==> config.mk <==
export PLATFORM = sky130hd
export DESIGN_NAME = ckm_div
export DESIGN_NICKNAME = d
export VERILOG_FILES = /design/src/rtl/ckm_pkg.sv /design/src/rtl/ckm_div.sv
export SDC_FILE = /design/constraint.sdc
export NUM_CORES = 1
export LEC_CHECK = 0
export ABC_AREA = 1
export BUFFER_PORTS_ARGS = -buffer_cell sky130_fd_sc_hd__buf_2
export CAP_MARGIN = 10
export CORE_ASPECT_RATIO = 0.75
export CORE_MARGIN = 8
export CORE_UTILIZATION = 56
export CTS_CLUSTER_DIAMETER = 200
export DETAILED_ROUTE_END_ITERATION = 12
export PLACE_DENSITY = 0.8
export SLEW_MARGIN = 25
export SYNTH_ARGS = -nofsm -noshare
export SYNTH_HDL_FRONTEND = slang
export SYNTH_SLANG_ARGS = --single-unit
==> constraint.sdc <==
create_clock -name clk -period 3.4 [get_ports clk]
set_clock_uncertainty 0.2 [all_clocks]
set_input_delay 0.17 -clock clk [delete_from_list [all_inputs] [get_ports clk]]
set_output_delay 0.17 -clock clk [all_outputs]
set_load 0.01 [all_outputs]
==> src/rtl/ckm_pkg.sv <==
// Shared types, constants and helpers for the color k-means cluster unit.
// Used by every module under rtl/.
`default_nettype none
package ckm_pkg;

  localparam int MAX_POINTS = 4096;
  localparam int PT_AW      = $clog2(MAX_POINTS);
  localparam int CNT_W      = PT_AW + 1;
  localparam int MAX_CL     = 16;
  localparam int CL_W       = 4;
  localparam int K_W        = 5;
  localparam int CH_W       = 8;
  localparam int PT_W       = 3 * CH_W;
  localparam int SQ_W       = 2 * CH_W;
  localparam int SQAB_W     = SQ_W + 1;
  localparam int DIST_W     = 34;
  localparam int ROOT_W     = 17;
  localparam int RSUM_W     = ROOT_W + CL_W;
  localparam int SUM_W      = CH_W + PT_AW;
  localparam int DRAIN_LEN  = 2 * MAX_CL + 1;
  localparam int DRAIN_W    = $clog2(DRAIN_LEN + 1);
  localparam logic [13:0] WL_Q16 = 14'd10079;

  localparam logic KIND_LOAD  = 1'b0;
  localparam logic KIND_START = 1'b1;

  localparam logic CFG_CLUSTERS = 1'b0;
  localparam logic CFG_MAX_ITER = 1'b1;

  typedef logic [PT_W-1:0] pt_t;

  // word moving down the cell row: a point and the best match so far
  typedef struct packed {
    logic              vld;
    pt_t               pt;
    logic [DIST_W-1:0] best_d;
    logic [CL_W-1:0]   idx;
  } link_t;

  typedef struct packed {
    logic [SQ_W-1:0]   sq_l;
    logic [SQAB_W-1:0] sq_ab;
  } sq_t;

  typedef enum logic [3:0] {
    ST_IDLE, ST_INIT, ST_INIT_LD, ST_CLR, ST_FEED, ST_DRAIN, ST_SORT, ST_FILL,
    ST_DIV, ST_FAR_RD, ST_FAR_SQ, ST_FAR_D, ST_FAR_RT, ST_COMMIT, ST_EMIT
  } state_t;

  function automatic logic [CH_W-1:0] absdiff(input logic [CH_W-1:0] a,
                                              input logic [CH_W-1:0] b);
    return (a > b) ? a - b : b - a;
  endfunction

  function automatic sq_t squares(input pt_t p, input pt_t c);
    logic [CH_W-1:0] dl, da, db;
    sq_t s;
    dl = absdiff(p[CH_W-1:0], c[CH_W-1:0]);
    da = absdiff(p[2*CH_W-1:CH_W], c[2*CH_W-1:CH_W]);
    db = absdiff(p[3*CH_W-1:2*CH_W], c[3*CH_W-1:2*CH_W]);
    s.sq_l  = SQ_W'(dl) * SQ_W'(dl);
    s.sq_ab = SQAB_W'(SQ_W'(da) * SQ_W'(da)) + SQAB_W'(SQ_W'(db) * SQ_W'(db));
    return s;
  endfunction

  // Q16 squared distance, L term weighted by (100/255)^2
  function automatic logic [DIST_W-1:0] dist_of(input sq_t s);
    return DIST_W'(s.sq_l) * DIST_W'(WL_Q16) + {1'b0, s.sq_ab, 16'd0};
  endfunction

endpackage
`default_nettype wire

==> src/rtl/ckm_div.sv <==
// Restoring divider for the cluster means, one quotient bit per cycle.
// Depends on ckm_pkg.
`default_nettype none
module ckm_div (
  input  wire logic                      clk,
  input  wire logic                      rst,
  input  wire logic                      start,
  input  wire logic [ckm_pkg::SUM_W-1:0] num,
  input  wire logic [ckm_pkg::CNT_W-1:0] den,
  output logic                           busy,
  output logic                           done,
  output logic [ckm_pkg::SUM_W-1:0]      quo
);
  import ckm_pkg::*;

  localparam int STEP_W = $clog2(SUM_W + 1);

  logic [CNT_W:0]      rem, rem_sh;
  logic [CNT_W-1:0]    dsr;
  logic [STEP_W-1:0]   step;

  assign rem_sh = {rem[CNT_W-1:0], quo[SUM_W-1]};

  always_ff @(posedge clk) begin
    if (rst) begin
      busy <= 1'b0;
      done <= 1'b0;
    end else if (start) begin
      rem  <= '0;
      quo  <= num;
      dsr  <= den;
      step <= STEP_W'(SUM_W);
      busy <= 1'b1;
      done <= 1'b0;
    end else if (busy) begin
      if (rem_sh >= {1'b0, dsr}) begin
        rem <= rem_sh - {1'b0, dsr};
        quo <= {quo[SUM_W-2:0], 1'b1};
      end else begin
        rem <= rem_sh;
        quo <= {quo[SUM_W-2:0], 1'b0};
      end
      step <= step - 1'b1;
      done <= (step == STEP_W'(1));
      if (step == STEP_W'(1)) begin
        busy <= 1'b0;
      end
    end else begin
      done <= 1'b0;
    end
  end

endmodule
`default_nettype wire

---- Yosys cells after proc, flatten, opt, wreduce, memory -nomap -nowiden ----
Cells that the tools add are included.
Widths: inputs -> output; s select.
storage, ports and cells
  register bits ........................... 53
  input bits .............................. 36
  output and inout bits ................... 22
cells by class
  reduce and logical (&&, ||, !) cells .... 4
  equality and inequality tests ........... 1
  muxes and demuxes ....................... 9
  add/subtract/negate cells ............... 2
  bitwise operators ....................... 2
  $lt $le $gt $ge ......................... 1
operator list
  kind                 count
  $mux 20              2
  $mux 13              2
  $ge 14x13->1         1
  $sub 13x13->13       1
  $eq 5x1->1 const B   1
  $mux 5               1
  $sub 5x1->5 const B  1
  $mux 1               4
  $reduce_and 2->1     2
  $reduce_or 3->1      1
  $not 1->1            2
  $reduce_bool 2->1    1

---- Logic depth before layout (Yosys ltp) ----
  depth after elaboration ................. 4
  gate-level depth with buffers ........... 14

---- Least setup slack after synthesis ----
Ideal clock, no wire load.
  path kind ............................... input -> register
  start ................................... input start
  end ..................................... register quo[0] (netlist name), enable pin
  buffers on the path ..................... 1
  slack ................................... 0.353 ns
  data required time ...................... 2.753 ns
  arrival time ............................ 2.400 ns
  stages .................................. 3
  path through ............................ buf_2 clkinv_1 a21oi_1
on the way
  word-level cells in the longest chain between the ends .. 2
RTL lines
  element                      RTL line       text
  start: declaration           ckm_div.sv:7   input wire logic start,
  $reduce_bool 2->1 (no line)  --
  $reduce_and 2->1 (no line)   --
  end signal: assignment       ckm_div.sv:30  quo <= num;
  end signal: assignment       ckm_div.sv:38  quo <= {quo[SUM_W-2:0], 1'b1};
  end signal: assignment       ckm_div.sv:41  quo <= {quo[SUM_W-2:0], 1'b0};
  end: declaration             ckm_div.sv:12  output logic [ckm_pkg::SUM_W-1:0] quo
No other way between the ends.
A chain may end at the register's enable or synchronous reset.

---- Final worst setup path ----
  start ................................... register quo[19] (netlist name)
  end ..................................... register rem[10] (data pin)
on the way
  word-level cells in the longest chain between the ends .. 3
  elaborated cells on any way between the ends .. 4
  those cells by class .................... add/sub: 1; order compare: 1; mux: 2
RTL lines
  element                                                RTL line                      text
  $sub 13x13->13 / $ge 14x13->1 (equally long branches)  ckm_div.sv:37, ckm_div.sv:36
  $mux 13 *                                              ckm_div.sv:36                 if (rem_sh >= {1'b0, dsr}) begin
  $mux 13 *                                              ckm_div.sv:35                 end else if (busy) begin
  end signal: assignment                                 ckm_div.sv:37                 rem <= rem_sh - {1'b0, dsr};
  end signal: assignment                                 ckm_div.sv:40                 rem <= rem_sh;
  end: declaration                                       ckm_div.sv:18                 logic [CNT_W:0] rem, rem_sh;
Every way passes the cells marked *; elsewhere a longest branch is shown, timed or not. The select of a mux whose other input is x is not followed.

==> results.toml <==
[drt]
vias_per_cell = 4.972
drc = 0
drt_iter0_drc = 213
wl_mm = 7.197
ant_nets = 0
wire_per_inst_um = 13.50
vias = 2650
drt-pass1-iter-count = 5

[timing]
finalHoldViolCount = 0
relSlewSlack_pct = 68.57
max_freq_ghz = 0.3898
period_minus_slack_ns = 2.566
slew_violations = 0
setup_viol = 0
worst_slew_pin_slew_ns = 0.4715
rsz0062_at_grt = "no"
finalSetupTns_ns = 0
fin_crit_sh_pct = 75.46

[cells_and_area]
fillers = 407
syn_to_final_growth_pct = 26.34
fin_nets = 508
final_core_util_pct = 72.87
drive_gt1_share_pct = 19.26

[critical_path]
path_common_cell = "nand2_1"
critPathBufInv = 3
worstReg2RegStart = "quo[19]$_DFFE_PP_"
crit_arrival_ns = 2.45
ff2ff_path_depth = 14
crit_slowest_cell = "edfxtp_1"
cp.required_ns = 3.29
crit_path_cell_trace = "inv_1 -> ha_1 -> inv_1 -> fa_1 -> nand2_1 -> nand2_1 -> nand3_1 -> nand2_2 -> nand2_2 -> nand3_4 -> nand2_1 -> nand2_1 -> nand2_1 -> inv_1"
worst-path-stages = 14
reg2reg_slack_ns = 0.83
max_stage_delay_ns = 0.41
worstSetupPathType = "reg2reg"
cp_max_fo = 25
cp_top_family = "simple AND/OR/NAND/NOR gates"
critPathLaunchType = "flop"
crit_path_end_kind = "flop"
timing.rr.end = "rem[10]$_SDFFCE_PP0P_"

[floorplanning]
die-area_mm2 = 0.008097
die-height_um = 79.96
io_pins = 58
rows = 23
die_w_um = 101.3
core_area_mm2 = 0.005295
start_util_pct = 57.68

[placement]
place_congestion = 0.9572
port-buffer-count = 57
post-dp-hpwl_mm = 5.005

[global_routing]
grtUsageTotal_pct = 17.78
grt-ovfl-total = 0
grt_max_degree = 34
grt_pass1_vias = 2530
antenna_found_initial = 1
grt_pass1_wl_mm = 11.50

[worst_hold_path]
min_from = "start"
holdCritPathClass = "in2reg"
worstHoldPathCells = 2
min_to = "step[0]$_SDFFCE_PP0P_"

[clock_network]
post-cts-setup-buffer-count = 0
cts_max_level = 2
cts.path.max_buffers = 2
cts.clk_slew.worst_paths_ns = 0.10
clock_sinks = 53
clock-root-buffer = "clkbuf_8"
clock_latency_ns = 0.31
cts_tree = "yes"
cts_buffers = 5

[logic_synthesis]
synth_area_leaders = "edfxtp_1 50%, nand2_1 16%, ha_1 6.1%"
synth_seq_cells = 53
synth_top_area_cell = "edfxtp_1"
ys.flop_type = "edfxtp_1"
synthesis.area_mm2 = 0.003054
syn_area_per_cell_um2 = 8.437
synth_warnings = 0
synth.distinct_cells = 33
synth-seq-area-share_pct = 51.45
synth-async-reset-ratio_pct = 0
yosysTopAreaCellShare_pct = 50.14
synth_edf_count = 51
synthCells = 362
syn-num-nets = 414

[power_and_ir_drop]
p_leak_nw = 1.893
ir_drop_mv = 0.2749
power_density_mw_per_mm2 = 411.8

[status]
outcome = "finished, final reports clean"

[run]
maxCapViolations = 0
## timing repair
action	4_1_cts	5_1_grt
hold buffers	34	0
endpoints found under the hold margin	34	0
resized for setup	0	0
setup endpoints to repair	0	0
## routing by layer
metal | track usage (%) | share of wire (%) | up-vias | routed length (µm)
li1 | - | - | 1339 | -
met1 | 22.32 | 42 | 1194 | 3032
met2 | 29.49 | 49 | 102 | 3493
met3 | 3.659 | 6.5 | 15 | 470
met4 | 6.815 | 2.8 | 0 | 200
met5 | 0 | 0 | - | 0
## cells in the mapped netlist, types with 3 or more instances
cell type / number
nor2_1: 41
nand4_1: 3
xnor2_1: 3
inv_1: 46
inv_2: 5
nand3_1: 20
nand2_2: 7
edfxtp_1: 51
o21ai_1: 3
a21oi_1: 6
nand2_1: 131
ha_1: 15
o21ai_0: 4
clkbuf_1: 4
## worst max-delay path by stage
stage,to,slack (ns),start
floorplan,quo[0]$_DFFE_PP_,0.35,start
global placement,rem[10]$_SDFFCE_PP0P_,0.95,quo[19]$_DFFE_PP_
detailed placement,rem[10]$_SDFFCE_PP0P_,0.85,quo[19]$_DFFE_PP_
CTS,rem[10]$_SDFFCE_PP0P_,0.83,quo[19]$_DFFE_PP_
global route,rem[10]$_SDFFCE_PP0P_,0.62,quo[19]$_DFFE_PP_
finish,rem[10]$_SDFFCE_PP0P_,0.83,quo[19]$_DFFE_PP_
## cell type report
class | instances | area (µm²) | area share [%]
timing repair buffer | 95 | 655.6 | 16.99
sequential | 53 | 1572 | 40.73
clock inverter | 2 | 15.01 | 0.3891
antenna | 1 | 2.502 | 0.06485
multi-input combinational | 249 | 1252 | 32.46
tap | 75 | 93.84 | 2.432
inverter | 52 | 195.2 | 5.058
clock buffer | 6 | 72.57 | 1.881
## state kept, by name (all words and copies together) (netlist names)
register and count:
dsr 13, done 1, rem 13, quo 20
step 5, busy 1
## cells in the final DEF, fill, tap and decap left out, types with 2 or more instances in the layout
cell type and instances:
clkinvlp_4 2, a21oi_1 5, clkbuf_8 5, o21ai_0 4, nand4_1 3, xor2_1 2, nand2_2 7, nand2_1 131
dfxtp_1 2, edfxtp_1 51, a21oi_4 2, buf_4 4, ha_1 15, xnor2_1 3, inv_1 46, buf_2 57
dlygate4sd3_1 34, nor2_1 41, inv_2 5, nor2_2 2, nand3_1 20, o21ai_1 3
## report_power, final
part / switching [W] / internal, W / total (W)
Sequential: 0.0000239 / 0.000779 / 0.000803
Clock: 0.000212 / 0.000146 / 0.000358
Combinational: 0.000259 / 0.000169 / 0.000428
## through the flow
step | hold WS (ns) | instances | total power, W | setup slack (ns) | area [µm²]
final | 0.1674 | 533 | 0.001589 | 0.8344 | 3859
after global routing | 0.2045 | 533 | 0.001673 | 0.6165 | 3859
after CTS | 0.1684 | 532 | 0.001587 | 0.8282 | 3856
after detailed placement | 0.1481 | 490 | 0.001207 | 0.8451 | 3428
after global placement | 0.1461 | 490 | 0.001193 | 0.9493 | 3428
after floorplan | 0.04708 | 362 | 0.001106 | 0.3529 | 3054
## cells by family after synthesis
| kind of cell | after synthesis | share of synthesized area [%] |
|---|---|---|
| XOR/XNOR | 5 | 1.434 |
| flip-flops | 53 | 51.45 |
| AND/OR/NAND/NOR | 210 | 28.72 |
| buffers and inverters | 60 | 7.906 |
| adder cells (fa/ha/maj) | 16 | 6.801 |
| AO/OA/AOI/OAI | 18 | 3.687 |
(Power assumes the default switching activity.)
