===== src/rtl/ckm_pkg.sv =====
// Shared types, constants and helpers for the color k-means cluster unit.
// Used by every module under rtl/.
`default_nettype none
package ckm_pkg;

  localparam int MAX_POINTS = 4096;
  localparam int PT_AW      = $clog2(MAX_POINTS);
  localparam int CNT_W      = PT_AW + 1;
  localparam int MAX_CL     = 16;
  localparam int CL_W       = 4;
  localparam int K_W        = 5;
  localparam int CH_W       = 8;
  localparam int PT_W       = 3 * CH_W;
  localparam int SQ_W       = 2 * CH_W;
  localparam int SQAB_W     = SQ_W + 1;
  localparam int DIST_W     = 34;
  localparam int ROOT_W     = 17;
  localparam int RSUM_W     = ROOT_W + CL_W;
  localparam int SUM_W      = CH_W + PT_AW;
  localparam int DRAIN_LEN  = 2 * MAX_CL + 1;
  localparam int DRAIN_W    = $clog2(DRAIN_LEN + 1);
  localparam logic [13:0] WL_Q16 = 14'd10079;

  localparam logic KIND_LOAD  = 1'b0;
  localparam logic KIND_START = 1'b1;

  localparam logic CFG_CLUSTERS = 1'b0;
  localparam logic CFG_MAX_ITER = 1'b1;

  typedef logic [PT_W-1:0] pt_t;

  // word moving down the cell row: a point and the best match so far
  typedef struct packed {
    logic              vld;
    pt_t               pt;
    logic [DIST_W-1:0] best_d;
    logic [CL_W-1:0]   idx;
  } link_t;

  typedef struct packed {
    logic [SQ_W-1:0]   sq_l;
    logic [SQAB_W-1:0] sq_ab;
  } sq_t;

  typedef enum logic [3:0] {
    ST_IDLE, ST_INIT, ST_INIT_LD, ST_CLR, ST_FEED, ST_DRAIN, ST_SORT, ST_FILL,
    ST_DIV, ST_FAR_RD, ST_FAR_SQ, ST_FAR_D, ST_FAR_RT, ST_COMMIT, ST_EMIT
  } state_t;

  function automatic logic [CH_W-1:0] absdiff(input logic [CH_W-1:0] a,
                                              input logic [CH_W-1:0] b);
    return (a > b) ? a - b : b - a;
  endfunction

  function automatic sq_t squares(input pt_t p, input pt_t c);
    logic [CH_W-1:0] dl, da, db;
    sq_t s;
    dl = absdiff(p[CH_W-1:0], c[CH_W-1:0]);
    da = absdiff(p[2*CH_W-1:CH_W], c[2*CH_W-1:CH_W]);
    db = absdiff(p[3*CH_W-1:2*CH_W], c[3*CH_W-1:2*CH_W]);
    s.sq_l  = SQ_W'(dl) * SQ_W'(dl);
    s.sq_ab = SQAB_W'(SQ_W'(da) * SQ_W'(da)) + SQAB_W'(SQ_W'(db) * SQ_W'(db));
    return s;
  endfunction

  // Q16 squared distance, L term weighted by (100/255)^2
  function automatic logic [DIST_W-1:0] dist_of(input sq_t s);
    return DIST_W'(s.sq_l) * DIST_W'(WL_Q16) + {1'b0, s.sq_ab, 16'd0};
  endfunction

endpackage
`default_nettype wire


===== src/rtl/ckm_cell.sv =====
// One cell of the distance row: holds one center, compares a passing point
// against it and forwards the better match. Depends on ckm_pkg.
`default_nettype none
module ckm_cell (
  input  wire logic                  clk,
  input  wire logic                  rst,
  input  wire logic                  en,
  input  wire logic [ckm_pkg::CL_W-1:0] cell_idx,
  input  wire logic                  ctr_wr,
  input  wire ckm_pkg::pt_t          ctr_in,
  input  wire ckm_pkg::link_t        link_in,
  output ckm_pkg::link_t             link_out,
  output ckm_pkg::pt_t               ctr
);
  import ckm_pkg::*;

  link_t             a_link;
  sq_t               a_sq;
  logic [DIST_W-1:0] d;

  always_ff @(posedge clk) begin
    if (ctr_wr) begin
      ctr <= ctr_in;
    end
    a_sq <= squares(link_in.pt, ctr);
    if (rst) begin
      a_link <= '0;
    end else begin
      a_link <= link_in;
    end
  end

  assign d = dist_of(a_sq);

  always_ff @(posedge clk) begin
    if (rst) begin
      link_out <= '0;
    end else begin
      link_out.vld <= a_link.vld;
      link_out.pt  <= a_link.pt;
      // strict less keeps the lower index on ties
      if (en && d < a_link.best_d) begin
        link_out.best_d <= d;
        link_out.idx    <= cell_idx;
      end else begin
        link_out.best_d <= a_link.best_d;
        link_out.idx    <= a_link.idx;
      end
    end
  end

endmodule
`default_nettype wire


===== config.mk =====
export PLATFORM = sky130hd
export DESIGN_NAME = ckm_cell
export DESIGN_NICKNAME = d
export VERILOG_FILES = /design/src/rtl/ckm_pkg.sv /design/src/rtl/ckm_cell.sv
export SDC_FILE = /design/constraint.sdc
export NUM_CORES = 1
export LEC_CHECK = 0
export CAP_MARGIN = 20
export CORE_ASPECT_RATIO = 0.6
export CORE_UTILIZATION = 46
export DETAILED_ROUTE_END_ITERATION = 16
export DONT_BUFFER_PORTS = 1
export SETUP_SLACK_MARGIN = 0.1
export SLEW_MARGIN = 0
export SYNTH_ARGS = -nofsm -noshare
export SYNTH_HDL_FRONTEND = slang
export SYNTH_SLANG_ARGS = --single-unit

===== constraint.sdc =====
create_clock -name clk -period 7.3 [get_ports clk]
set_input_delay 0.73 -clock clk [delete_from_list [all_inputs] [get_ports clk]]
set_output_delay 0.73 -clock clk [all_outputs]
set_load 0.02 [all_outputs]

# Word-level counts from Yosys, hierarchy flattened
# Index checks and enable logic that the tools add are counted.
[totals] register_bits=183 in_bits=95 out_inout_bits=87 elab_cells=32
[op_classes] addsub=8 mul=4 magnitude_cmp=4 mux=4 n_reduce_logical=1
[ops] cell="$mul 8x8->16" count=3
[ops] cell="$sub 8x8->8" count=6
[ops] cell="$mux 38" count=1
[ops] cell="$add 30x33->34" count=1
[ops] cell="$lt 34x34->1" count=1
[ops] cell="$mul 16x14->30 const B" count=1
[ops] cell="$gt 8x8->1" count=3
[ops] cell="$mux 8" count=3
[ops] cell="$add 16x16->17" count=1
[ops] cell="$logic_and 1x1->1" count=1

# Longest topological paths before layout
[depth] ltp_word=5 ltp_mapped=32 ltp_nobuf=31

# Least setup slack after synthesis
# No wires, ideal clock.
[synth_timing] kind="input to register" start="input port link_in[46] (netlist name)" end="register a_sq[15] (netlist name)" setup_time_ps=72 t_arrival_ps=7519 required_time_ps=7228 path_slack_ps=-291 stages=29 n_path_buf=0 cell_sequence="inv_1 > ha_1 > fa_1 > inv_1 > a21oi_1 > o21bai_1 > a31oi_1 > o21ai_2 > mux2_2 > xnor2_1 > inv_1 > fa_1 > inv_1 > fa_1 > fa_1 > inv_1 > fa_1 > inv_1 > fa_1 > inv_1 > fa_1 > ha_1 > a21oi_1 > o21ai_0 > a21oi_1 > o21ai_0 > a21o_1 > a21oi_1 > xnor2_1"
[synth_between] elab_chain_cells=4 elab_cells_between_ends=6 classes_between="3 x add/sub; 1 x mul; 1 x order compare; 1 x mux"
[synth_lines] item="start: declaration" line_no="ckm_cell.sv:11" rtl="input wire ckm_pkg::link_t link_in,"
[synth_lines] item="$sub 8x8->8 / $gt 8x8->1 (equally long branches)" line_no="ckm_pkg.sv:52" rtl="return (a > b) ? a - b : b - a;"
[synth_lines] item="$mux 8 *" line_no="ckm_pkg.sv:52"
[synth_lines] item="$mul 8x8->16 *" line_no="ckm_pkg.sv:62" rtl="s.sq_ab = SQAB_W'(SQ_W'(da) * SQ_W'(da)) + SQAB_W'(SQ_W'(db) * SQ_W'(db));"
[synth_lines] item="$add 16x16->17 *" line_no="ckm_pkg.sv:62"
[synth_lines] item="end signal: assignment" line_no="ckm_cell.sv:25" rtl="a_sq <= squares(link_in.pt, ctr);"
[synth_lines] item="end: declaration" line_no="ckm_cell.sv:18" rtl="sq_t a_sq;"
# Mark *: on every way between the ends. The rest lies on a longest branch, timed or not.
# A chain may end at the register's enable or synchronous reset.

# Final worst setup path
[layout_timing] start="register a_sq[25] (netlist name)" end="register link_out[36] (netlist name)"
[layout_between] elab_chain_cells=5
[layout_lines] item="$mul 16x14->30 *" line_no="ckm_pkg.sv:68" rtl="return DIST_W'(s.sq_l) * DIST_W'(WL_Q16) + {1'b0, s.sq_ab, 16'd0};"
[layout_lines] item="$add 30x33->34 *" line_no="ckm_pkg.sv:68"
[layout_lines] item="$lt 34x34->1" line_no="ckm_cell.sv:42" rtl="if (en && d < a_link.best_d) begin"
[layout_lines] item="$logic_and 1x1->1" line_no="ckm_cell.sv:42"
[layout_lines] item="$mux 38 *" line_no="ckm_cell.sv:42"
[layout_lines] item="end: declaration" line_no="ckm_cell.sv:12" rtl="output ckm_pkg::link_t link_out,"
# Marked as above.

==> summary.md <==
| Metric | Value |
|---|---|
| Critical-path cell list | `fa_2 > fa_1 > fa_1 > fa_1 > fa_1 > inv_1 > fa_1 > inv_1 > ha_1 > a21oi_2 > nor2_1 > a211oi_2 > o21ai_0 > xnor2_1 > ha_1 > a21oi_1 > o21ai_1 > a2111oi_2 > o2111a_2 > o21ai_2 > and2_4 > or4b_4 > o311ai_2` |
| DR top layer | `met4` |
| Final WS setup | `0.1541 ns` |
| CTS tree | `yes` |
| Seq cells post-synth | `182` |
| Iteration-0 DRC Markers | `727` |
| Synth Area per Inst | `9.619 um2` |
| Flop2flop setup slack | `0.15 ns` |
| Most common cell in the synthesized netlist | `inv_1` |
| Die area | `39960 um2` |
| Final Hold Vio Count | `0` |
| Largest net degree at the start of global routing | `132` |
| WL per Instance | `16.68 um` |
| Asr flop ratio synth | `0` |
| Required @ worst endpoint | `7.66 ns` |
| Clock Root Buffer | `clkbuf_16` |
| Seq. cell area | `3900 um2` |
| Share of cells above drive strength 1 | `0.1893` |
| Synth Cell Area | `18010 um2` |
| Final slew viol count | `0` |
| FP Rows | `55` |
| Top cells by area, synth | `fa_1, ha_1, dfxtp_1` |
| Vias in the first global route | `13.18k` |
| Most common cell on crit path | `fa_1` |
| Final period utilization | `0.9789` |
| Max incr delay on CP | `0.62 ns` |
| Commonest cells post-synth | `inv_1, ha_1, fa_1` |
| Relative max-transition margin | `0.3816` |
| Met2 wire length | `16160 um` |
| Layout area overhead | `18.65%` |
| Multi-input logic area | `13180 um2` |
| Metal3 WL | `2925 um` |
| NumNets Final | `2629` |
| Post-route DRC | `0` |
| Remaining antenna violation count after routing | `0` |
| Final min period | `7.146 ns` |
| DR vias | `12.74k` |
| Post-synthesis sequential area ratio | `0.2157` |
| Ys flop type | `dfxtp_1` |
| # hold bufs at CTS | `0` |
| Worst slack at placement | `-0.2733 ns` |
| Number of synthesized flops with an enable pin | `24` |
| Fmax | `139.9 MHz` |
| Initial antenna violation count | `0` |
| Post-synth top area share | `0.2268` |
| Die Wd | `257.4 um` |
| Hold Crit Class | `primary input to register` |
| Clock Path Buffers | `2` |
| # port buffers | `0` |
| Tot GR Track Use | `0.2184` |
| Drt total wl | `43010 um` |
| Max-Cap Viols | `0` |
| Crit Path Class | `register to register` |
| Synthesis warning total | `0` |
| Final Setup Violations | `0` |
| GP Congestion | `0.9197` |
| Routed length on met1 | `23640 um` |
| Worst slew pin tran | `0.9211 ns` |
| Placed Area | `19850 um2` |
| HPWL after detailed placement | `35670 um` |
| Vias per inst | `4.941` |
| Syn Inst Count | `1872` |
| Post-synth cell types | `84` |
| Crit. End Element | `register` |
| Initial Utilization | `0.4723` |
| Area leader, netlist | `fa_1` |
| Worst path arrival time | `7.51 ns` |
| TritonCTS Sinks | `182` |
| First-pass GRT wire length | `69070 um` |
| Die H | `155.3 um` |
| CORE AREA | `38120 um2` |
| CP max stage cell | `fa_2` |
| Total gr overflow | `0` |
| Final core occ | `0.5604` |
| # IOs | `182` |
| H-tree lvl count | `4` |
| Filler instances | `3334` |
| CTS Buf Count | `17` |
| Crit-path max FO | `7` |
| Unrepaired setup endpoints after global routing | `true` |
| Status | `complete, no violations` |
| Worst setup SP type | `register` |
| Drt pass-1 iters | `5` |
| Post-route cell area | `21360 um2` |
| Ant. Diodes | `0` |
| Clock transition at the registers of the reported paths | `0.08 ns` |
| Clk_lat worst skew | `0.45 ns` |
| Worst Clk Skew | `0.01654 ns` |
flip-flops by register name (all words and copies together) (netlist names):
| signal | cells |
|---|---|
| a_sq | 32 |
| a_link | 63 |
| link_out | 63 |
| ctr | 24 |
cells by family after synthesis:
logic type	after synthesis	share of synthesized area
adders and majority gates	482	0.4200
buffers and inverters	429	0.09117
and+or+nand+nor	402	0.1117
AOI/OAI and AO/OA	249	0.09304
DFF	182	0.2157
xor gates and xnor gates	79	0.04093
muxes	48	0.02731
other	1	0.0002083
layer usage:
metal / up-vias / global-route usage
met2: 304 / 0.2925
met4: 0 / 0.03691
li1: 6360 / -
met3: 20 / 0.05572
met1: 6053 / 0.3481
met5: - / 0
worst paths after layout:
check | from | to | depth (start not counted)
max | a_sq[25] | link_out[36] | 23
min | rst | a_link[35] | 1
max reg2reg | a_sq[25] | link_out[36] | 23
min reg2reg | a_link[54] | link_out[54] | 1
cell type report:
| type | instances | area share |
|---|---|---|
| multi-input combinational | 1264 | 0.6170 |
| sequential | 182 | 0.1825 |
| timing repair buffer | 199 | 0.07403 |
| inverter | 388 | 0.06817 |
| tap | 513 | 0.03004 |
| clock buffer | 18 | 0.02108 |
| clock inverter | 14 | 0.007145 |
stage by stage:
| stage | hold slack (ns) | setup TNS, ns | instances |
|---|---|---|---|
| 2_1_floorplan | 0.4138 | 0 | 1875 |
| 3_3_place_gp | 0.4175 | -5.941 | 2517 |
| 3_5_place_dp | 0.4236 | -8.829 | 2517 |
| 4_1_cts | 0.3228 | 0 | 2554 |
| 5_1_grt | 0.3210 | -2.868 | 2578 |
| 6_report | 0.3538 | 0 | 2578 |
cells in the final DEF (no fill, tap or decap), drive strengths merged, types with 15 or more instances in the layout:
cell | synthesis | layout
xor2 | 31 | 31
fa | 204 | 204
nand2 | 55 | 55
nor2b | 77 | 77
mux2i | 42 | 42
nand2b | 17 | 17
clkbuf | 27 | 18
a21oi | 83 | 83
and2 | 15 | 15
nor3 | 20 | 20
edfxtp | 24 | 24
nor2 | 147 | 147
xnor2 | 48 | 48
nand3 | 24 | 24
o21ai | 39 | 39
ha | 278 | 278
inv | 387 | 394
a21o | 40 | 40
dfxtp | 158 | 158
buf | 14 | 199
worst max-delay path: cells and delay by family, from the launching register on:
kind / cells / cell delay, ns
flip-flops: 1 / 0.35
AO/OA/AOI/OAI: 9 / 1.82
buffers and inverters: 2 / 0.09
AND/OR/NAND/NOR: 3 / 0.76
adder cells (fa/ha/maj): 8 / 3.70
XOR/XNOR: 1 / 0.31
what timing repair did:
action                                  4_1_cts  5_1_grt
resized for setup                            29      131
pin swaps                                    21       99
endpoints found under the setup margin       41       46
gates cloned                                  0        0
buffers inserted                              5       25
Power is not shown: default switching activity piles up to over one toggle a cycle in this logic, so the estimate is an artifact.
