<file path="src/rtl/ckm_pkg.sv">
// Shared types, constants and helpers for the color k-means cluster unit.
// Used by every module under rtl/.
`default_nettype none
package ckm_pkg;

  localparam int MAX_POINTS = 4096;
  localparam int PT_AW      = $clog2(MAX_POINTS);
  localparam int CNT_W      = PT_AW + 1;
  localparam int MAX_CL     = 16;
  localparam int CL_W       = 4;
  localparam int K_W        = 5;
  localparam int CH_W       = 8;
  localparam int PT_W       = 3 * CH_W;
  localparam int SQ_W       = 2 * CH_W;
  localparam int SQAB_W     = SQ_W + 1;
  localparam int DIST_W     = 34;
  localparam int ROOT_W     = 17;
  localparam int RSUM_W     = ROOT_W + CL_W;
  localparam int SUM_W      = CH_W + PT_AW;
  localparam int DRAIN_LEN  = 2 * MAX_CL + 1;
  localparam int DRAIN_W    = $clog2(DRAIN_LEN + 1);
  localparam logic [13:0] WL_Q16 = 14'd10079;

  localparam logic KIND_LOAD  = 1'b0;
  localparam logic KIND_START = 1'b1;

  localparam logic CFG_CLUSTERS = 1'b0;
  localparam logic CFG_MAX_ITER = 1'b1;

  typedef logic [PT_W-1:0] pt_t;

  // word moving down the cell row: a point and the best match so far
  typedef struct packed {
    logic              vld;
    pt_t               pt;
    logic [DIST_W-1:0] best_d;
    logic [CL_W-1:0]   idx;
  } link_t;

  typedef struct packed {
    logic [SQ_W-1:0]   sq_l;
    logic [SQAB_W-1:0] sq_ab;
  } sq_t;

  typedef enum logic [3:0] {
    ST_IDLE, ST_INIT, ST_INIT_LD, ST_CLR, ST_FEED, ST_DRAIN, ST_SORT, ST_FILL,
    ST_DIV, ST_FAR_RD, ST_FAR_SQ, ST_FAR_D, ST_FAR_RT, ST_COMMIT, ST_EMIT
  } state_t;

  function automatic logic [CH_W-1:0] absdiff(input logic [CH_W-1:0] a,
                                              input logic [CH_W-1:0] b);
    return (a > b) ? a - b : b - a;
  endfunction

  function automatic sq_t squares(input pt_t p, input pt_t c);
    logic [CH_W-1:0] dl, da, db;
    sq_t s;
    dl = absdiff(p[CH_W-1:0], c[CH_W-1:0]);
    da = absdiff(p[2*CH_W-1:CH_W], c[2*CH_W-1:CH_W]);
    db = absdiff(p[3*CH_W-1:2*CH_W], c[3*CH_W-1:2*CH_W]);
    s.sq_l  = SQ_W'(dl) * SQ_W'(dl);
    s.sq_ab = SQAB_W'(SQ_W'(da) * SQ_W'(da)) + SQAB_W'(SQ_W'(db) * SQ_W'(db));
    return s;
  endfunction

  // Q16 squared distance, L term weighted by (100/255)^2
  function automatic logic [DIST_W-1:0] dist_of(input sq_t s);
    return DIST_W'(s.sq_l) * DIST_W'(WL_Q16) + {1'b0, s.sq_ab, 16'd0};
  endfunction

endpackage
`default_nettype wire

</file>
<file path="src/rtl/ckm_isqrt.sv">
// Iterative integer square root, one result bit per cycle.
// Depends on ckm_pkg.
`default_nettype none
module ckm_isqrt (
  input  wire logic                      clk,
  input  wire logic                      rst,
  input  wire logic                      start,
  input  wire logic [ckm_pkg::DIST_W-1:0] val,
  output logic                           busy,
  output logic                           done,
  output logic [ckm_pkg::ROOT_W-1:0]     root
);
  import ckm_pkg::*;

  localparam int RW = DIST_W + 1;

  logic [RW-1:0] rem, res, bitv, trial;

  assign trial = res + bitv;
  assign root  = res[ROOT_W-1:0];

  always_ff @(posedge clk) begin
    if (rst) begin
      busy <= 1'b0;
      done <= 1'b0;
    end else if (start) begin
      rem  <= RW'(val);
      res  <= '0;
      bitv <= RW'(1) << (2 * ROOT_W - 2);
      busy <= 1'b1;
      done <= 1'b0;
    end else if (busy) begin
      if (rem >= trial) begin
        rem <= rem - trial;
        res <= (res >> 1) + bitv;
      end else begin
        res <= res >> 1;
      end
      bitv <= bitv >> 2;
      done <= bitv[0];
      if (bitv[0]) begin
        busy <= 1'b0;
      end
    end else begin
      done <= 1'b0;
    end
  end

endmodule
`default_nettype wire

</file>
<file path="config.mk">
export PLATFORM = sky130hd
export DESIGN_NAME = ckm_isqrt
export DESIGN_NICKNAME = d
export VERILOG_FILES = /design/src/rtl/ckm_pkg.sv /design/src/rtl/ckm_isqrt.sv
export SDC_FILE = /design/constraint.sdc
export NUM_CORES = 1
export LEC_CHECK = 0
export BUFFER_PORTS_ARGS = -buffer_cell sky130_fd_sc_hd__buf_2
export CORE_MARGIN = 2
export CORE_UTILIZATION = 45
export DETAILED_ROUTE_END_ITERATION = 10
export PLACE_DENSITY_LB_ADDON = 0.08
export SYNTH_ARGS = -nofsm -noshare
export SYNTH_HDL_FRONTEND = slang
export SYNTH_SLANG_ARGS = --single-unit
</file>
<file path="constraint.sdc">
create_clock -name clk -period 11 [get_ports clk]
set_clock_uncertainty 0.05 [all_clocks]
set_input_delay 1.1 -clock clk [delete_from_list [all_inputs] [get_ports clk]]
set_output_delay 1.1 -clock clk [all_outputs]
set_load 0.02 [all_outputs]
</file>
=== Word-level counts from Yosys, hierarchy flattened ===
Cells that the tools add are included.

* Mux-type cells: 9
* Add/sub/neg operators: 3
* Reductions and logical operators: 5
* Div/mod/pow operators: 0
* Magnitude comparators: 1
* Bitwise operators: 2
* Eq/ne operators: 0
* Shift operators: 0
* Multiply operators: 0

{| class="wikitable"
|+ Operators with widths
! cell !! count
|-
| $mux W35 || 4
|-
| $add A34 B33 Y35 || 1
|-
| $add A35 B33 Y35 || 1
|-
| $ge A35 B35 Y1 || 1
|-
| $sub A35 B35 Y35 || 1
|-
| $mux W34 || 1
|-
| $mux W33 || 1
|-
| $reduce_bool A2 Y1 || 2
|-
| $mux W1 || 3
|-
| $reduce_and A3 Y1 || 1
|-
| $reduce_or A3 Y1 || 1
|-
| $not A1 Y1 || 2
|-
| $reduce_and A2 Y1 || 1
|}

* Memory bits (read-only): 0
* Word-level logic and storage cells: 26
* Bits in writable memories: 0
* Bits of input ports: 37
* Memories: 0
* Register bits: 89
* Latch bits: 0
* Output and inout port bits: 19

=== Longest topological paths before layout ===
Gate-level depths: netlist of the first run.

* Word-level depth: 5
* Gate-level depth with buffers: 22

=== Worst setup path after synthesis of the first run ===
OpenSTA, ideal clock, no wires.

* Path kind: reg2reg
* Start point: register res[2]
* End point: register rem[0], enable pin
* Setup slack: 5.751 ns
* Data required time: 10.556 ns
* Clock period less this slack: 5.249 ns
* Arrival time: 4.805 ns
* Library setup time: 0.394 ns
* Cell stages (with the launch flop): 19
* Path through: edfxtp_1 > ha_1 > a311oi_1 > o31a_1 > o211ai_1 > a31o_2 > a31o_2 > a31o_2 > a31oi_1 > xor2_1 > ha_1 > and3_1 > nand4_1 > nor3b_1 > a221oi_1 > o21a_1 > o31ai_4 > clkbuf_1 > o21a_1

* Cells in the longest elaborated chain, start to end: 4

{| class="wikitable"
|+ RTL lines
! element !! line !! text
|-
| start: declaration || ckm_isqrt.sv:17 || <nowiki>logic [RW-1:0] rem, res, bitv, trial;</nowiki>
|-
| start signal: assignment || ckm_isqrt.sv:35 || <nowiki>res <= (res >> 1) + bitv;</nowiki>
|-
| start signal: assignment || ckm_isqrt.sv:37 || <nowiki>res <= res >> 1;</nowiki>
|-
| $add A35 B33 Y35 || ckm_isqrt.sv:19 || <nowiki>assign trial = res + bitv;</nowiki>
|-
| $ge A35 B35 Y1 || ckm_isqrt.sv:33 || <nowiki>if (rem >= trial) begin</nowiki>
|-
| $reduce_bool A2 Y1 (no source line) || -- ||
|-
| $reduce_and A3 Y1 (no source line) || -- ||
|-
| end signal: assignment || ckm_isqrt.sv:27 || <nowiki>rem <= RW'(val);</nowiki>
|-
| end signal: assignment || ckm_isqrt.sv:34 || <nowiki>rem <= rem - trial;</nowiki>
|-
| end: declaration || ckm_isqrt.sv:17 ||
|}

No other way between the ends.
A chain may end at the register's enable or synchronous reset.

=== Final worst setup path of the first run ===
* Start point: register res[2]
* End point: register rem[26], enable pin

The elaborated chain is that of the path after synthesis.

==> results.py, run 1 <==
metrics = {
    "worst_hold_path": {
        "hp-start": "busy",
        "hp-class": "flop to flop",
    },
    "timing": {
        "tns_ns": 0,
        "min_period_ns": 5.62,
        "rsz0062_at_grt": "false",
        "tightest_slew_ns": 0.766,
        "drv_slew": 0,
        "hold_viol_final": 0,
        "maxSlewHeadroom_pct": 48.9,
        "setup_viol": 0,
        "finalCritPeriodShare_pct": 51.1,
        "fmax_mhz": 178,
    },
    "power": {
        "p_sw_mw": 0.508,
        "switching_share_pct": 36.1,
        "power_density_nw_per_um2": 171,
        "p_seq_share_pct": 32.7,
        "p_leak_nw": 3.12,
        "intPower_mw": 0.898,
        "pwr-share-comb_pct": 39.6,
        "p_clk_share_pct": 27.6,
        "ir_worst_vdd_v": 0.0000806,
    },
    "grt": {
        "grt_pass1_wl_um": 30600,
        "grt_pass1_vias": 6163,
        "antenna_found_initial": 0,
        "grt_overflow_total": 0,
        "track_usage_pct": 21.5,
        "grt_max_degree": 71,
    },
    "layout": {
        "nNetsFinal": 957,
        "fin_util_pct": 50.0,
        "layout.cells.non_filler": 1073,
        "num_antenna_cells": 0,
        "drive_above_1_share_pct": 11.5,
        "syn2layout_area_growth_pct": 9.80,
    },
    "route": {
        "routedWlPerCell_um": 17.4,
        "drc": 0,
        "drt_wl_total_um": 18700,
        "ant_nets": 0,
        "vias_per_cell": 5.74,
        "num_vias": 6156,
        "first_pass_iters": 7,
        "first_iter_violations": 349,
    },
    "synthesis": {
        "synth_nets": 928,
        "ys.flop_type": "edfxtp_1",
        "synth_top_cell_by_area": "edfxtp_1",
        "seq_area_frac_synth_pct": 35.5,
        "syn-instance-count": 819,
        "ys_ff_latch": 89,
        "avgSynthCellArea_um2": 9.13,
        "async_reset_ff_share_pct": 0,
        "synth_warnings": 0,
        "synthDominantCellAreaShare_pct": 34.9,
        "synth_edf_count": 87,
        "syn_area_um2": 7480,
        "netlist_top_cells_area": "edfxtp_1 (35%), ha_1 (12%), xor2_1 (6.1%), o21ai_0 (5.4%), nand2_1 (4.6%)",
        "synth_cell_types": 59,
    },
    "worst_setup_path": {
        "critical_path_class": "flop to flop",
        "crit_required_ns": 10.95,
        "cp_cell_sequence": "ha_1 > a21oi_1 > o21ai_0 > a21oi_1 > o22ai_1 > o2111ai_1 > nor2b_1 > nor2_1 > o21ai_0 > xor2_1 > ha_1 > and3_1 > nand4_1 > nor3b_1 > a221oi_1 > o21a_1 > o31ai_4 > buf_4 > o21a_1 > buf_4",
        "reg2reg_from": "res[2]",
        "startpoint": "res[2]",
        "cp_data_arrival_time_ns": 5.57,
        "crit_path_end_kind": "flop",
        "startpoint_type": "flop",
        "crit_fanout": 43,
        "crit_slowest_cell": "edfxtp_1",
        "max_stage_delay_ns": 0.49,
    },
    "floorplanning": {
        "dieHeight_um": 133,
        "start_util_pct": 45.6,
        "die_w_um": 133,
        "core_um2": 16400,
        "io_pins": 56,
        "fp.dieArea_um2": 17700,
        "num_rows": 47,
    },
    "placement": {
        "gp_congestion": 0.855,
        "port_buffers": 55,
        "dp_cells": 1057,
        "hpwl_um": 13800,
    },
    "cts": {
        "htree_num_levels": 3,
        "post_cts_buffers": 0,
        "clock_latency_ns": 0.36,
        "cts_max_path_buffers": 2,
        "cts.sinks": 89,
        "cts_tree": "built",
        "numCtsBuffers": 9,
        "clkTransAtPathRegs_ns": 0.07,
        "cts_resized": 0,
        "cts-root-buf": "clkbuf_16",
        "cts_hold_repair.buffers": 0,
    },
    "run": {
        "max_cap_viol_count": 0,
    },
    "run_status": {
        "status": "complete, no violations",
    },
}
==> per-stage QoR <==
stage          setup slack (ns)  power (mW)  hold slack (ns)  cell area, um2
3_3_place_gp               5.61        1.01            0.452            7850
2_1_floorplan              5.75       0.896            0.519            7480
3_5_place_dp               5.44        1.02            0.473            7850
4_1_cts                    5.41        1.41            0.490            8210
5_1_grt                    4.93        1.50            0.516            8210
6_report                   5.38        1.41            0.490            8210
==> worst max-delay path: cells and delay by family (launching register included) <==
family / cells / cell delay (ns)
AOI/OAI and AO/OA: 10 / 1.88
and+or+nand+nor: 5 / 1.02
buffers and inverters: 2 / 0.88
adders and majority gates: 2 / 0.79
DFF: 1 / 0.49
xor gates and xnor gates: 1 / 0.12
==> flip-flops by register name (all words and copies together) (netlist names) <==
| register | cells |
|---|---|
| bitv | 17 |
| res | 35 |
| done | 1 |
| rem | 35 |
| busy | 1 |
==> worst paths after layout <==
path / cells past startpoint / to / slack (ns)
setup / recovery: 20 / rem[26] / 5.38
hold / removal: 1 / done / 0.49
hold reg to reg: 1 / done / 0.49
setup reg to reg: 20 / rem[26] / 5.38
==> Yosys cell counts, drive strengths merged (4+ instances only) <==
library cell  number
a211oi            19
a21o              15
a21oi             51
a311oi             5
a31o              11
a31oi             27
and3               5
and4               4
buf               21
clkbuf            20
edfxtp            87
ha                71
inv               14
mux2               4
nand2             91
nand2b             6
nand3             11
nand4             13
nor2              64
nor2b             28
nor3              10
o211ai             6
o21a               6
o21ai             83
o21bai             6
o31ai              5
or3               14
xnor2             32
xor2              52
==> placed cells by master, fill, tap and decap left out, types with 3 or more instances in the layout <==
cell	Yosys	routed
a211oi_1	19	19
o21ai_0	80	80
o21ai_1	3	3
a21boi_0	3	3
edfxtp_1	87	87
and3_1	5	5
nand2b_1	6	6
xor2_1	52	52
a31oi_1	26	26
and2_1	3	3
mux2_2	4	4
inv_1	14	14
nand3_1	11	11
buf_4	18	5
buf_2	2	54
o21a_1	6	6
and4_1	4	4
a21o_1	15	15
nor3_1	10	10
o31ai_1	4	4
o211ai_1	5	5
nor4_1	3	3
ha_1	71	71
nand2_1	91	91
o21bai_1	6	6
or3_1	14	14
a311oi_1	5	5
a21oi_1	51	51
nand4_1	13	13
nor2_1	64	63
a31o_2	11	11
bufinv_16	0	4
xnor2_1	32	32
nor2b_1	28	28
clkbuf_16	0	9
==> cells by family after synthesis <==
kind of cell,share of synthesized area (%)
muxes,0.602
xor gates and xnor gates,9.84
adders and majority gates,12.1
AOI/OAI and AO/OA,21.6
buffers and inverters,3.70
DFF,35.5
and+or+nand+nor,16.6
==> cell type report <==
class / count / area (um2)
fill: 1558 / 8200
multi-input combinational: 675 / 4560
sequential: 89 / 2650
timing repair buffer: 59 / 308
tap: 220 / 275
clock buffer: 9 / 225
clock inverter: 7 / 141
inverter: 14 / 52.6
==> routing by layer <==
layer / vias to the layer above / part of all wire [%] / global-route usage (%)
met3: 25 / 3.3 / 3.56
met2: 107 / 50 / 38.7
met4: 0 / 1.7 / 6.03
met1: 2915 / 45 / 26.7
li1: 3109 / - / -
met5: - / 0 / 0
==> power by group through the flow <==
stage          combinational [mW]  sequential, mW  clock [mW]
6_report                    0.557           0.460       0.389
4_1_cts                     0.557           0.461       0.397
2_1_floorplan               0.441           0.455           0
3_3_place_gp                0.548           0.467           0
3_5_place_dp                0.551           0.468           0
5_1_grt                     0.622           0.465       0.409
(Power assumes the default switching activity.)
==> run 2, diff against run 1 <==
- clock period: 11 -> 5 ns (I/O delays scaled with it)
==> results.py, run 2 (synthesis gave the netlist of run 1 again) <==
metrics = {
    "run_status": {
        "status": "complete, no violations",
    },
    "cts": {
        "clock_latency_ns": 0.35,
        "numCtsBuffers": 9,
        "cts_hold_repair.buffers": 0,
        "cts.sinks": 89,
        "htree_num_levels": 3,
        "cts_max_path_buffers": 2,
        "cts_tree": "built",
        "cts-root-buf": "clkbuf_16",
        "clkTransAtPathRegs_ns": 0.07,
    },
    "route": {
        "first_iter_violations": 358,
        "vias_per_cell": 5.72,
        "num_vias": 6314,
        "ant_nets": 0,
        "routedWlPerCell_um": 17.5,
        "drt_wl_total_um": 19300,
        "first_pass_iters": 5,
        "drc": 0,
    },
    "timing": {
        "min_period_ns": 4.78,
        "setup_viol": 0,
        "maxSlewHeadroom_pct": 31.6,
        "whs_ns": 0.324,
        "hold_viol_final": 0,
        "fmax_mhz": 209,
        "drv_slew": 0,
        "finalCritPeriodShare_pct": 95.6,
        "tightest_slew_ns": 1.02,
        "tns_ns": 0,
    },
    "layout": {
        "drive_above_1_share_pct": 16.6,
        "final_cell_mix": "nand2_1 (91), edfxtp_1 (87), o21ai_0 (76)",
        "layout.cells.non_filler": 1103,
        "num_antenna_cells": 0,
        "nNetsFinal": 987,
        "nFillCells": 1514,
        "layout_commonest_cell": "nand2_1",
        "syn2layout_area_growth_pct": 14.6,
        "largest_registers": "rem: 35 flops, res: 35 flops, bitv: 17 flops",
        "fin_util_pct": 52.2,
    },
    "worst_setup_path": {
        "crit_fanout": 5,
        "path_buf_inv": 1,
        "max_stage_delay_ns": 0.45,
        "crit_top_cell": "a31o_2",
        "reg2reg_from": "bitv[8]",
        "cp_top_family": "compound AO/OA/AOI/OAI gates",
        "cp_cell_sequence": "ha_1 > nand2_1 > or3_1 > o211ai_1 > a31o_2 > a31o_2 > a31o_2 > a31oi_4 > xor2_2 > ha_4 > and3_4 > nand4_1 > nor3b_2 > a221oi_1 > o21a_1 > o31a_1 > buf_4 > a21oi_1 > mux2_2",
        "crit_slowest_cell": "edfxtp_1",
        "cp_data_arrival_time_ns": 4.83,
        "crit_path_end_kind": "flop",
        "r2r_setup_slack_ns": 0.22,
        "startpoint": "bitv[8]",
        "startpoint_type": "flop",
        "critical_path_class": "flop to flop",
        "crit_required_ns": 5.06,
    },
    "worst_hold_path": {
        "hp-class": "input port to flop",
        "hp-start": "rst",
    },
    "placement": {
        "dp_cells": 1075,
        "hpwl_um": 14000,
        "port_buffers": 55,
        "gp_congestion": 0.879,
    },
    "power": {
        "p_sw_mw": 1.16,
        "pwr-share-comb_pct": 44.8,
        "power_density_nw_per_um2": 359,
        "p_clk_share_pct": 22.6,
        "ir_worst_vdd_v": 0.000164,
        "switching_share_pct": 37.6,
        "p_leak_nw": 3.26,
        "p_seq_share_pct": 32.6,
        "intPower_mw": 1.92,
        "power_mw": 3.07,
    },
    "grt": {
        "grt_pass1_vias": 6169,
        "track_usage_pct": 21.7,
        "grt_max_degree": 80,
        "grt_pass1_wl_um": 30800,
        "grt_overflow_total": 0,
        "antenna_found_initial": 0,
    },
    "floorplanning": {
        "fp.dieArea_um2": 17700,
        "start_util_pct": 45.6,
        "core_um2": 16400,
        "io_pins": 56,
        "num_rows": 47,
        "die_w_um": 133,
        "dieHeight_um": 133,
    },
    "run": {
        "max_cap_viol_count": 0,
    },
}
[run 2: changes by cell type in the layout (fill, tap and decap cells not counted), moves of 4 or more]
cell,before,now
buf_4,5,31
ha_4,0,4
o21ai_0,80,76
ha_1,71,65
o21ai_1,3,7
[run 2: area by class of cell]
| class | count | area [um2] | share of cell area [%] |
|---|---|---|---|
| multi-input cells | 675 | 4710 | 55.0 |
| flip-flops and latches | 89 | 2650 | 31.0 |
| repair buffers | 89 | 588 | 6.86 |
| well taps | 220 | 275 | 3.21 |
| clock buffers | 10 | 229 | 2.67 |
| clock inverters | 6 | 58.8 | 0.686 |
| inverters | 14 | 52.6 | 0.613 |
[run 2: final timing paths]
| path | end | cells past startpoint |
|---|---|---|
| worst max register to register | res[27] | 19 |
| worst max-delay path | res[27] | 19 |
| worst min register to register | done | 1 |
| worst min-delay path | busy | 2 |
[run 2: layer usage]
metal	share of wire [%]	up-vias	track usage (%)	wire (um)
met2	51	142	39.6	9760
met3	3.6	22	2.57	699
li1	-	3182	-	-
met4	1.4	0	5.97	278
met1	44	2968	27.1	8550
met5	0	-	0	0
[run 2: repair_timing]
item | 4_1_cts | 5_1_grt
endpoints found under the setup margin | 0 | 75
setup buffers | 0 | 11
gates resized for setup | 0 | 20
[run 2: power by group through the flow]
stage	logic, mW	registers (mW)	clock network, mW
floorplan	0.988	1.00	0
global placement	1.28	1.02	0
detailed placement	1.30	1.02	0
CTS	1.31	1.00	0.709
global route	1.53	1.01	0.730
finish	1.38	1.00	0.695
[run 2: through the flow]
| stage | setup WS [ns] | instance area (um2) |
|---|---|---|
| after global placement | 0.142 | 8080 |
| after detailed placement | 0.0897 | 8080 |
| final | 0.222 | 8570 |
| after CTS | 0.0681 | 8370 |
| after floorplan | 0.00476 | 7550 |
| after global routing | -0.0370 | 8570 |
